==> src/design/sce_pkg.sv <==
// ----------------------------------------------------------------------------
// sce_pkg
// Types and fixed constants for the sparse cross-entropy loss block.
// ----------------------------------------------------------------------------
package sce_pkg;

  localparam int FRAC_BITS   = 16;
  localparam int LOG_FRAC    = FRAC_BITS + 4;
  localparam int PROB_W      = 17;
  localparam int LABEL_W     = 10;
  localparam int NC_W        = 11;
  localparam int MEAN_W      = 21;
  localparam int SUM_W       = 32;
  localparam int LOSS_W      = 20;
  localparam int DIVIDEND_W  = SUM_W + 1;
  localparam int MAX_CLASSES = 1024;
  localparam int LN2_SHIFT   = 28;

  localparam logic [NC_W-1:0]   NC_RESET    = NC_W'(10);
  localparam logic [NC_W-1:0]   NC_MAX      = NC_W'(MAX_CLASSES);
  localparam logic [NC_W-1:0]   COUNT_MAX   = {NC_W{1'b1}};
  localparam logic [SUM_W-1:0]  SUM_MAX     = {SUM_W{1'b1}};
  localparam logic [MEAN_W-1:0] MEAN_MAX    = {MEAN_W{1'b1}};
  localparam logic [23:0]       LN2_Q24     = 24'd11629080;

  typedef struct packed {
    logic [PROB_W-1:0]  probability;
    logic [LABEL_W-1:0] class_label;
    logic               last_of_batch;
  } in_item_t;

  typedef struct packed {
    logic [MEAN_W-1:0] mean_loss;
    logic              label_error;
  } out_item_t;

endpackage

==> src/design/sce_ln.sv <==
// ----------------------------------------------------------------------------
// sce_ln
// Iterative -ln(p) unit: log2 by repeated squaring on one shared multiplier,
// then scaling by ln 2 on the same multiplier.
// ----------------------------------------------------------------------------
module sce_ln (
  input  logic                       clk,
  input  logic                       rst,
  input  logic                       start,
  input  logic [sce_pkg::PROB_W-1:0] prob,
  output logic                       done,
  output logic [sce_pkg::LOSS_W-1:0] loss
);
  import sce_pkg::*;

  localparam int M_W    = 31;
  localparam int PROD_W = 2 * M_W;
  localparam int E_W    = 5;
  localparam int L2_W   = E_W + LOG_FRAC;
  localparam int ITER_W = $clog2(LOG_FRAC);

  localparam logic [PROB_W-1:0] ONE = PROB_W'(1 << FRAC_BITS);

  typedef enum logic [2:0] {
    S_IDLE,
    S_SQ,
    S_NORM,
    S_SCALE,
    S_ROUND
  } state_t;

  state_t              state;
  logic [M_W-1:0]      m;
  logic [LOG_FRAC-1:0] f;
  logic [E_W-1:0]      e;
  logic [ITER_W-1:0]   iter;
  logic [PROD_W-1:0]   prod;

  logic [PROB_W-1:0]   x;
  logic [E_W-1:0]      e_start;
  logic [M_W-1:0]      m_start;
  logic [M_W:0]        sq;
  logic [L2_W-1:0]     l2;
  logic [M_W-1:0]      mult_a;
  logic [M_W-1:0]      mult_b;
  logic [PROD_W-1:0]   prod_next;
  logic [PROD_W-1:0]   rounded;

  always_comb begin
    if (prob == '0) begin
      x = PROB_W'(1);
    end else if (prob > ONE) begin
      x = ONE;
    end else begin
      x = prob;
    end
    // leading one position
    e_start = '0;
    for (int i = 0; i < PROB_W; i++) begin
      if (x[i]) begin
        e_start = E_W'(i);
      end
    end
  end

  assign m_start = M_W'(x) << (E_W'(M_W - 1) - e_start);
  assign sq      = prod[PROD_W-1:M_W-1];
  assign l2      = {E_W'(FRAC_BITS) - e, {LOG_FRAC{1'b0}}} - L2_W'(f);

  // one multiplier: squaring during the log loop, ln 2 scaling at the end
  always_comb begin
    if (state == S_SCALE) begin
      mult_a = M_W'(l2);
      mult_b = M_W'(LN2_Q24);
    end else begin
      mult_a = m;
      mult_b = m;
    end
  end

  assign prod_next = PROD_W'(mult_a) * PROD_W'(mult_b);
  assign rounded   = prod + (PROD_W'(1) << (LN2_SHIFT - 1));

  always_ff @(posedge clk) begin
    if (rst) begin
      state <= S_IDLE;
      done  <= 1'b0;
    end else begin
      done <= 1'b0;
      unique case (state)
        S_IDLE: begin
          if (start) begin
            e     <= e_start;
            m     <= m_start;
            f     <= '0;
            iter  <= '0;
            state <= S_SQ;
          end
        end
        S_SQ: begin
          prod  <= prod_next;
          state <= S_NORM;
        end
        S_NORM: begin
          // square reached 2.0: halve and take a one
          if (sq[M_W]) begin
            m <= sq[M_W:1];
            f <= {f[LOG_FRAC-2:0], 1'b1};
          end else begin
            m <= sq[M_W-1:0];
            f <= {f[LOG_FRAC-2:0], 1'b0};
          end
          iter <= iter + ITER_W'(1);
          if (iter == ITER_W'(LOG_FRAC - 1)) begin
            state <= S_SCALE;
          end else begin
            state <= S_SQ;
          end
        end
        S_SCALE: begin
          prod  <= prod_next;
          state <= S_ROUND;
        end
        S_ROUND: begin
          loss  <= rounded[LN2_SHIFT+LOSS_W-1:LN2_SHIFT];
          done  <= 1'b1;
          state <= S_IDLE;
        end
        default: state <= S_IDLE;
      endcase
    end
  end

endmodule

==> src/design/sce_div.sv <==
// ----------------------------------------------------------------------------
// sce_div
// Restoring divider, one quotient bit per cycle, for the batch mean.
// ----------------------------------------------------------------------------
module sce_div (
  input  logic                           clk,
  input  logic                           rst,
  input  logic                           start,
  input  logic [sce_pkg::DIVIDEND_W-1:0] dividend,
  input  logic [sce_pkg::NC_W-1:0]       divisor,
  output logic                           done,
  output logic [sce_pkg::DIVIDEND_W-1:0] quotient
);
  import sce_pkg::*;

  localparam int CNT_W = $clog2(DIVIDEND_W);

  typedef enum logic {
    S_IDLE,
    S_RUN
  } state_t;

  state_t          state;
  logic [NC_W-1:0] rem;
  logic [NC_W-1:0] dvsr;
  logic [CNT_W-1:0] cnt;

  logic [NC_W:0]   rem_sh;
  logic [NC_W:0]   diff;

  assign rem_sh = {rem, quotient[DIVIDEND_W-1]};
  assign diff   = rem_sh - {1'b0, dvsr};

  always_ff @(posedge clk) begin
    if (rst) begin
      state <= S_IDLE;
      done  <= 1'b0;
    end else begin
      done <= 1'b0;
      unique case (state)
        S_IDLE: begin
          if (start) begin
            quotient <= dividend;
            dvsr     <= divisor;
            rem      <= '0;
            cnt      <= '0;
            state    <= S_RUN;
          end
        end
        S_RUN: begin
          if (rem_sh >= {1'b0, dvsr}) begin
            rem      <= diff[NC_W-1:0];
            quotient <= {quotient[DIVIDEND_W-2:0], 1'b1};
          end else begin
            rem      <= rem_sh[NC_W-1:0];
            quotient <= {quotient[DIVIDEND_W-2:0], 1'b0};
          end
          cnt <= cnt + CNT_W'(1);
          if (cnt == CNT_W'(DIVIDEND_W - 1)) begin
            done  <= 1'b1;
            state <= S_IDLE;
          end
        end
        default: state <= S_IDLE;
      endcase
    end
  end

endmodule

==> src/design/sparse_cross_entropy_loss_top.sv <==
// ----------------------------------------------------------------------------
// sparse_cross_entropy_loss_top
// Streams class probabilities, accumulates -ln(p) at the true class of each
// sample and emits the rounded mean loss at the end of a batch.
//
//   channel  direction  handshake            payload
//   in       into       in_valid / in_stall  in_data  (probability, label, last)
//   out      out of     out_valid/out_stall  out_data (mean_loss, label_error)
//   cfg      into       cfg_wr_en            cfg_wr_data (class count)
//
// an item away from the true class leaves the block idle for the next item
// the item at the true class waits on the log unit, which squares twenty
// times on its one multiplier, a multiply state and a normalise state each
// the last item of a batch also waits on the bit-serial divider
// synchronous reset; the class count resets to 10, the batch state to zero
// in_stall is high while an item is at work; a result waiting on a stalled
// output register holds the block, and the input with it, until it drains
// ----------------------------------------------------------------------------
module sparse_cross_entropy_loss_top (
  input  logic                     clk,
  input  logic                     rst,
  input  logic                     in_valid,
  output logic                     in_stall,
  input  sce_pkg::in_item_t        in_data,
  output logic                     out_valid,
  input  logic                     out_stall,
  output sce_pkg::out_item_t       out_data,
  input  logic                     cfg_wr_en,
  input  logic [sce_pkg::NC_W-1:0] cfg_wr_data
);
  import sce_pkg::*;

  typedef enum logic [2:0] {
    S_IDLE,
    S_LN,
    S_DIV_GO,
    S_DIV,
    S_EMIT
  } state_t;

  state_t               state;
  logic [NC_W-1:0]      class_count;
  logic [LABEL_W-1:0]   class_position;
  logic [NC_W-1:0]      sample_count;
  logic [SUM_W-1:0]     loss_sum;
  logic                 error_seen;
  logic                 last;
  logic [DIVIDEND_W-1:0] mean_raw;

  logic                 accept;
  logic [NC_W-1:0]      n;
  logic                 label_ok;
  logic                 match;
  logic                 end_sample;
  logic [NC_W-1:0]      pos_inc;
  logic                 ln_done;
  logic [LOSS_W-1:0]    ln_loss;
  logic [SUM_W:0]       sum_add;
  logic [NC_W-1:0]      cnt;
  logic [DIVIDEND_W-1:0] dividend;
  logic                 div_done;
  logic [DIVIDEND_W-1:0] quotient;
  logic                 out_free;

  assign in_stall = (state != S_IDLE);
  assign accept   = in_valid && !in_stall;

  always_comb begin
    if (class_count == '0) begin
      n = NC_W'(1);
    end else if (class_count > NC_MAX) begin
      n = NC_MAX;
    end else begin
      n = class_count;
    end
  end

  assign label_ok   = {1'b0, in_data.class_label} < n;
  assign match      = label_ok && (class_position == in_data.class_label);
  assign pos_inc    = {1'b0, class_position} + NC_W'(1);
  assign end_sample = (pos_inc >= n) || in_data.last_of_batch;

  assign sum_add  = {1'b0, loss_sum} + (SUM_W + 1)'(ln_loss);
  assign cnt      = (sample_count == '0) ? NC_W'(1) : sample_count;
  assign dividend = {1'b0, loss_sum} + DIVIDEND_W'(cnt >> 1);
  assign out_free = !out_valid || !out_stall;

  sce_ln u_ln (
    .clk  (clk),
    .rst  (rst),
    .start(accept && match),
    .prob (in_data.probability),
    .done (ln_done),
    .loss (ln_loss)
  );

  sce_div u_div (
    .clk     (clk),
    .rst     (rst),
    .start   (state == S_DIV_GO),
    .dividend(dividend),
    .divisor (cnt),
    .done    (div_done),
    .quotient(quotient)
  );

  always_ff @(posedge clk) begin
    if (rst) begin
      state          <= S_IDLE;
      class_count    <= NC_RESET;
      class_position <= '0;
      sample_count   <= '0;
      loss_sum       <= '0;
      error_seen     <= 1'b0;
      out_valid      <= 1'b0;
    end else begin
      if (cfg_wr_en) begin
        class_count <= cfg_wr_data;
      end
      // a new result may enter as the old one leaves
      if (state == S_EMIT && out_free) begin
        out_valid <= 1'b1;
      end else if (out_valid && !out_stall) begin
        out_valid <= 1'b0;
      end
      unique case (state)
        S_IDLE: begin
          if (accept) begin
            last <= in_data.last_of_batch;
            if (!label_ok) begin
              error_seen <= 1'b1;
            end
            if (end_sample) begin
              class_position <= '0;
              if (sample_count < COUNT_MAX) begin
                sample_count <= sample_count + NC_W'(1);
              end
            end else begin
              class_position <= pos_inc[LABEL_W-1:0];
            end
            if (match) begin
              state <= S_LN;
            end else if (in_data.last_of_batch) begin
              state <= S_DIV_GO;
            end
          end
        end
        S_LN: begin
          if (ln_done) begin
            loss_sum <= sum_add[SUM_W] ? SUM_MAX : sum_add[SUM_W-1:0];
            state    <= last ? S_DIV_GO : S_IDLE;
          end
        end
        S_DIV_GO: begin
          state <= S_DIV;
        end
        S_DIV: begin
          if (div_done) begin
            mean_raw <= quotient;
            state    <= S_EMIT;
          end
        end
        S_EMIT: begin
          // wait for room in the output register
          if (out_free) begin
            out_data.mean_loss <= (mean_raw > DIVIDEND_W'(MEAN_MAX)) ?
                                  MEAN_MAX : mean_raw[MEAN_W-1:0];
            out_data.label_error <= error_seen;
            sample_count <= '0;
            loss_sum     <= '0;
            error_seen   <= 1'b0;
            state        <= S_IDLE;
          end
        end
        default: state <= S_IDLE;
      endcase
    end
  end

endmodule
==> config.mk <==
export PLATFORM = sky130hd
export DESIGN_NAME = sparse_cross_entropy_loss_top
export DESIGN_NICKNAME = d
export VERILOG_FILES = /design/src/design/sce_pkg.sv /design/src/design/sce_ln.sv /design/src/design/sce_div.sv /design/src/design/sparse_cross_entropy_loss_top.sv
export SDC_FILE = /design/constraint.sdc
export NUM_CORES = 2
export LEC_CHECK = 0
export ABC_AREA = 1
export ABC_CLOCK_PERIOD_IN_PS = 10100
export BUFFER_PORTS_ARGS = -buffer_cell sky130_fd_sc_hd__buf_2
export CORE_MARGIN = 2
export CORE_UTILIZATION = 40
export DETAILED_ROUTE_END_ITERATION = 7
export SLEW_MARGIN = 5
export SYNTH_ARGS = -nofsm -noshare
export SYNTH_HDL_FRONTEND = slang
export SYNTH_SLANG_ARGS = --single-unit
==> constraint.sdc <==
create_clock -name clk -period 10.1 [get_ports clk]
set_input_delay 1.515 -clock clk [delete_from_list [all_inputs] [get_ports clk]]
set_output_delay 1.515 -clock clk [all_outputs]
set_load 0.02 [all_outputs]
Word level (Yosys, flattened, before mapping)
Cells that the tools add are included.
- equality and inequality tests: 21
- $lt $le $gt $ge: 7
- add/sub/neg operators: 11
- shift-type cells: 1
- bitwise logic cells: 2
- reduce and logical (&&, ||, !) cells: 36
- $mul: 1
- multiplexer cells: 71
- operators by type and width (kind ; number):
    $mux 31 ; 4
    $mux 11 ; 9
    $mux 32 ; 3
    $pmux 33 s2 ; 1
    $pmux 32 s2 ; 1
    $mul 31x31->62 ; 1
    $pmux 31 s2 ; 1
    $add 48x28->48 const B ; 1
    $pmux 11 s2 ; 2
    $pmux 20 s2 ; 1
    $mux 17 ; 2
    $add 32x10->33 ; 1
    $add 32x20->33 ; 1
    $gt 33x21->1 const B ; 1
    $mux 3 ; 11
    $mux 33 ; 1
    $mux 4 ; 8
    $shl 17x5->31 ; 1
    $sub 25x20->25 ; 1
    $logic_not 11->1 ; 2
    $reduce_and 3->1 ; 7
    $mux 20 ; 1
    $gt 17x17->1 const B ; 1
    $logic_not 17->1 ; 1
    41 further kinds ; 87
- word-level logic and storage cells: 176
- output and inout bits: 24
- register bits after elaboration: 335

Logic depth before layout (Yosys ltp)
- depth after elaboration: 23
- gate-level depth with buffers: 50
- mapped depth without buffers: 50

Modules after synthesis
Synthesis repeated with hierarchy kept, for this count alone.
- cells, all modules: 5871
- area total of the unflattened synthesis: 48268.8 um^2
- by module, submodules not included (module ; area each (um^2) ; seq. area each (um^2) ; cells an instance ; instances):
    sce_ln ; 36965.5 ; 3563.4 ; 4473 ; 1
    sparse_cross_entropy_loss_top ; 7848.8 ; 3062.9 ; 996 ; 1
    sce_div ; 3454.6 ; 1871.8 ; 402 ; 1

Worst setup path before layout
Ideal clock, no wire load.
- path kind: reg-to-reg
- start point: reg u_ln.f[0]
- end point: reg u_ln.prod[61] (data pin)
- stages on the path, launching flop included: 51
- slack: 1.561 ns
- required time: 9.840 ns
- data arrival time: 8.278 ns
- buffers on the path: 0
- path through: edfxtp_1 -> inv_1 -> ha_1 -> nand2_1 -> nor2_1 -> nand2_1 -> nor2_1 -> inv_1 -> nor2_1 -> inv_2 -> nor2_2 -> inv_1 -> nor3_1 -> inv_1 -> nor2_1 -> nand2_1 -> inv_2 -> nand4_1 -> [15 not listed] -> inv_1 -> fa_1 -> inv_1 -> ha_1 -> a21oi_1 -> inv_1 -> a31oi_1 -> o21ai_0 -> o21bai_1 -> a21oi_1 -> inv_1 -> nand2_1 -> nand2_1 -> nand3_1 -> nand2_1 -> nand3_1 -> nand2_1 -> xor2_1
- longest elaborated chain between the ends: 3
- ends and longest elaborated chain (what ; line ; RTL):
    start: declaration ; sce_ln.sv:34 ; logic [LOG_FRAC-1:0] f;
    start signal: assignment ; sce_ln.sv:108 ; f <= {f[LOG_FRAC-2:0], 1'b1};
    start signal: assignment ; sce_ln.sv:111 ; f <= {f[LOG_FRAC-2:0], 1'b0};
    $sub 25x20->25 ; sce_ln.sv:68 ; assign l2 = {E_W'(FRAC_BITS) - e, {LOG_FRAC{1'b0}}} - L2_W'(f);
    $mux 31 ; sce_ln.sv:72 ; if (state == S_SCALE) begin
    $mul 31x31->62 ; sce_ln.sv:81 ; assign prod_next = PROD_W'(mult_a) * PROD_W'(mult_b);
    net u_ln.prod_next[61] ; sce_ln.sv:46 ; logic [PROD_W-1:0] prod_next;
    end signal: assignment ; sce_ln.sv:101 ; prod <= prod_next;
    end signal: assignment ; sce_ln.sv:121 ; prod <= prod_next;
    end: declaration ; sce_ln.sv:37 ; logic [PROD_W-1:0] prod;
The timed path passes the listed nets, and every way through them passes these cells.
A chain may end at the register's enable or synchronous reset.

Worst setup path after layout
- start point: reg u_ln.f[2]
- end point: reg u_ln.prod[60] (data pin)
The elaborated chain is that of the path after synthesis.

==> results.md <==
* Mean Syn Cell Area at 8.278 um2
* Met2 WL at 68.55 mm
* Sw frac at 30.93%
* # diodes at 0
* # rows at 125
* Cells after synthesis at 5693
* Tmin final at 9524 ps
* Area leader, netlist: fa_1
* Full die area at 120600 um2
* Area contributors post-synth: fa_1, edfxtp_1, inv_1
* Register area share after synthesis at 18.03%
* Residual DRC at 0
* Final Slew Violations at 0
* Initial DRT Pass Iterations at 6
* Slew margin rel. at 17.21%
* Vias in the first global route at 39840
* Non-filler cells, final at 7332
* CP bufs+invs at 10
* Area Growth Syn to Fin at 8.636%
* Metal-1 WL at 60.19 mm
* Largest stage delay, worst path at 560 ps
* Final Hold Vio Count at 0
* Clock Skews at 33.53 ps
* DIE HEIGHT at 347.3 um
* Worst VDD drop at 0.09689 mV
* F_max at 105.0 MHz
* Power Total at 3.625 mW
* Psw at 1.121 mW
* LEAKAGE at 25.10 nW
* Final worst slack at 576.2 ps
* Clk slew on worst S/H paths at 60 ps
* Final setup fails at 0
* Top FF cell, synth: edfxtp_1
* Slowest cell on crit path: fa_1
* Number of vias per cell at 5.209
* Clk pwr share at 39.2%
* Synth top area share at 35.21%
* CP Capture Type: register
* Layout cells sized above 1 at 5.992%
* CTS tree: yes
* Initial antenna violation count at 3
* Startpoint Class: register
* CTS root buf: clkbuf_16
* Routed Antenna Nets at 0
* First-pass GRT wire length at 239.4 mm
* Hold Path Class: reg -> reg
* Core area at 116500 um2
* Slew of the pin with the lowest slew margin at 1237 ps
* Most frequent cells in the layout: inv_1, nand2_1, fa_1
* Die W at 347.3 um
* Register bit total from synthesis at 308
* Htree depth at 2
* Clock sink count at 308
* Placement Setup Slack at 565.5 ps
* PwrDens at 70.81 nW/um2
* Final worst hold slack at 450.2 ps
* Run status: finished clean
* Post-CTS Hold Buffers at 0
* Crit-path max FO at 7
* Syn Nets at 6886
* Max Cap Viol at 0
* Commonest non-fill, non-tap cell in the layout: inv_1
* I/O Pins at 68
* Congestion Overflow GR at 0
* Fin crit share at 94.30%
* Unrepaired setup endpoints after global routing: false
* Initial Util at 40.45%
* Synth Warn # at 0
* Top Family by Delay on Critical Path: adder cells
* Post-synth EDFFs at 233
* Post-Place Cells at 7260
* Total track usage at 26.38%
* Cell Area, Synth at 47130 um2
* Reg power frac at 41.8%
* Fill count at 11660
* Top routing layer in use: met5
* Total wire length at 155.1 mm
* Crit path DAT at 9860 ps
* Num CTS Buffers at 38
* Part of the power in combinational logic at 19.0%
* P_int at 2.504 mW
* Port Buf Inserts at 67
* Critical path class: reg -> reg
* Ys async rst share at 0%
* Detail Placement HPWL at 128.1 mm
* Clk Latency, worst-skew pair at 600 ps
* Setup TNS at 0 ps
* Worst Path Required at 10430 ps
* Largest net degree at the start of global routing at 69
* Most used cell along the critical path: nand2_1
* Met3 wire len at 13.91 mm
* Largest buffer count on any clock path at 3
* Cell variety after synth at 59
* Via count at 38190
* Detailed Route Iter0 Violations at 3329
* Final GP Congestion at 1.025
* WL/cell at 21.16 um
* Layout Nets at 6971
[power by group through the flow]
stage / logic (mW) / registers [mW] / clock network, mW
floorplan: 0.495 / 1.53 / 0
global placement: 0.676 / 1.54 / 0
detailed placement: 0.684 / 1.54 / 0
CTS: 0.688 / 1.52 / 1.44
global route: 0.785 / 1.52 / 1.49
finish: 0.691 / 1.51 / 1.42
[registers in the layout (all words and copies together), names as in the netlist, 3 cells and up]
register,cells
u_ln.prod,35
mean_raw,33
u_div.quotient,33
loss_sum,32
u_ln.m,31
out_data,22
u_ln.f,20
u_ln.loss,20
class_count,11
sample_count,11
u_div.dvsr,11
u_div.rem,11
class_position,10
u_div.cnt,6
u_ln.e,5
u_ln.iter,5
state,3
u_ln.state,3
[cells in the mapped netlist, types with 4 or more instances]
master    count
a211oi_1     11
a21oi_1     227
a31oi_1      29
and3_1        4
buf_1        12
buf_2         6
clkbuf_1    149
clkinv_1     18
dfxtp_1      75
edfxtp_1    233
fa_1        829
ha_1        320
inv_1      1403
inv_2        13
nand2_1    1010
nand3_1     159
nand3b_1      5
nand4_1      35
nor2_1      692
nor2_2       13
nor3_1       41
nor4_1       14
o211ai_1      6
o21a_1       14
o21ai_0     155
o21ai_1      11
o21bai_1     10
o31ai_1      12
or2_2         8
xnor2_1      36
xor2_1       90
[what timing repair did]
item,4_1_cts,5_1_grt
setup endpoints to repair,0,17
setup buffers,0,2
gates resized for setup,0,8
[layout make-up]
cell class                 instances  area, um2  share of cell area (%)
multi-input combinational       3779      32640                   63.75
sequential                       308       8499                   16.60
inverter                        1434       5391                   10.53
tap                             1524       1907                   3.724
timing repair buffer             217       1478                   2.886
clock buffer                      49       1022                   1.997
clock inverter                    21      262.8                  0.5132
[through the flow]
| step | util, % | area, um2 |
|---|---|---|
| 3_3_place_gp | 42.81 | 49880 |
| 5_1_grt | 43.94 | 51200 |
| 6_report | 43.94 | 51200 |
| 4_1_cts | 43.91 | 51160 |
| 3_5_place_dp | 42.81 | 49880 |
| 2_1_floorplan | - | 47130 |
[cell families (layout without fill, tap and decap cells)]
group,Yosys count,count (layout),share of synthesized area [%]
and+or+nand+nor,2000,2000,17.14
buffers and inverters,1606,1721,12.85
AOI/OAI and AO/OA,503,503,5.896
xor gates and xnor gates,127,127,2.376
adders and majority gates,1149,1149,43.71
DFF,308,308,18.03
[worst paths after layout]
kind	startpoint	endpoint	slack, ps	depth (start not counted)
worst min register to register	u_div.quotient[0]$_DFFE_PP_	mean_raw[0]$_DFFE_PP_	450	0
worst max-delay path	u_ln.f[2]$_SDFFCE_PN0P_	u_ln.prod[60]$_DFFE_PP_	580	42
worst min-delay path	u_div.quotient[0]$_DFFE_PP_	mean_raw[0]$_DFFE_PP_	450	0
worst max register to register	u_ln.f[2]$_SDFFCE_PN0P_	u_ln.prod[60]$_DFFE_PP_	580	42
[per-layer routing]
layer / GRT usage [%] / up-vias
met3: 4.982 / 417
met5: 0 / -
li1: - / 17230
met1: 33.44 / 18920
met2: 41.50 / 1620
met4: 16.77 / 2
Note: power is estimated with default switching activity, not from simulation.
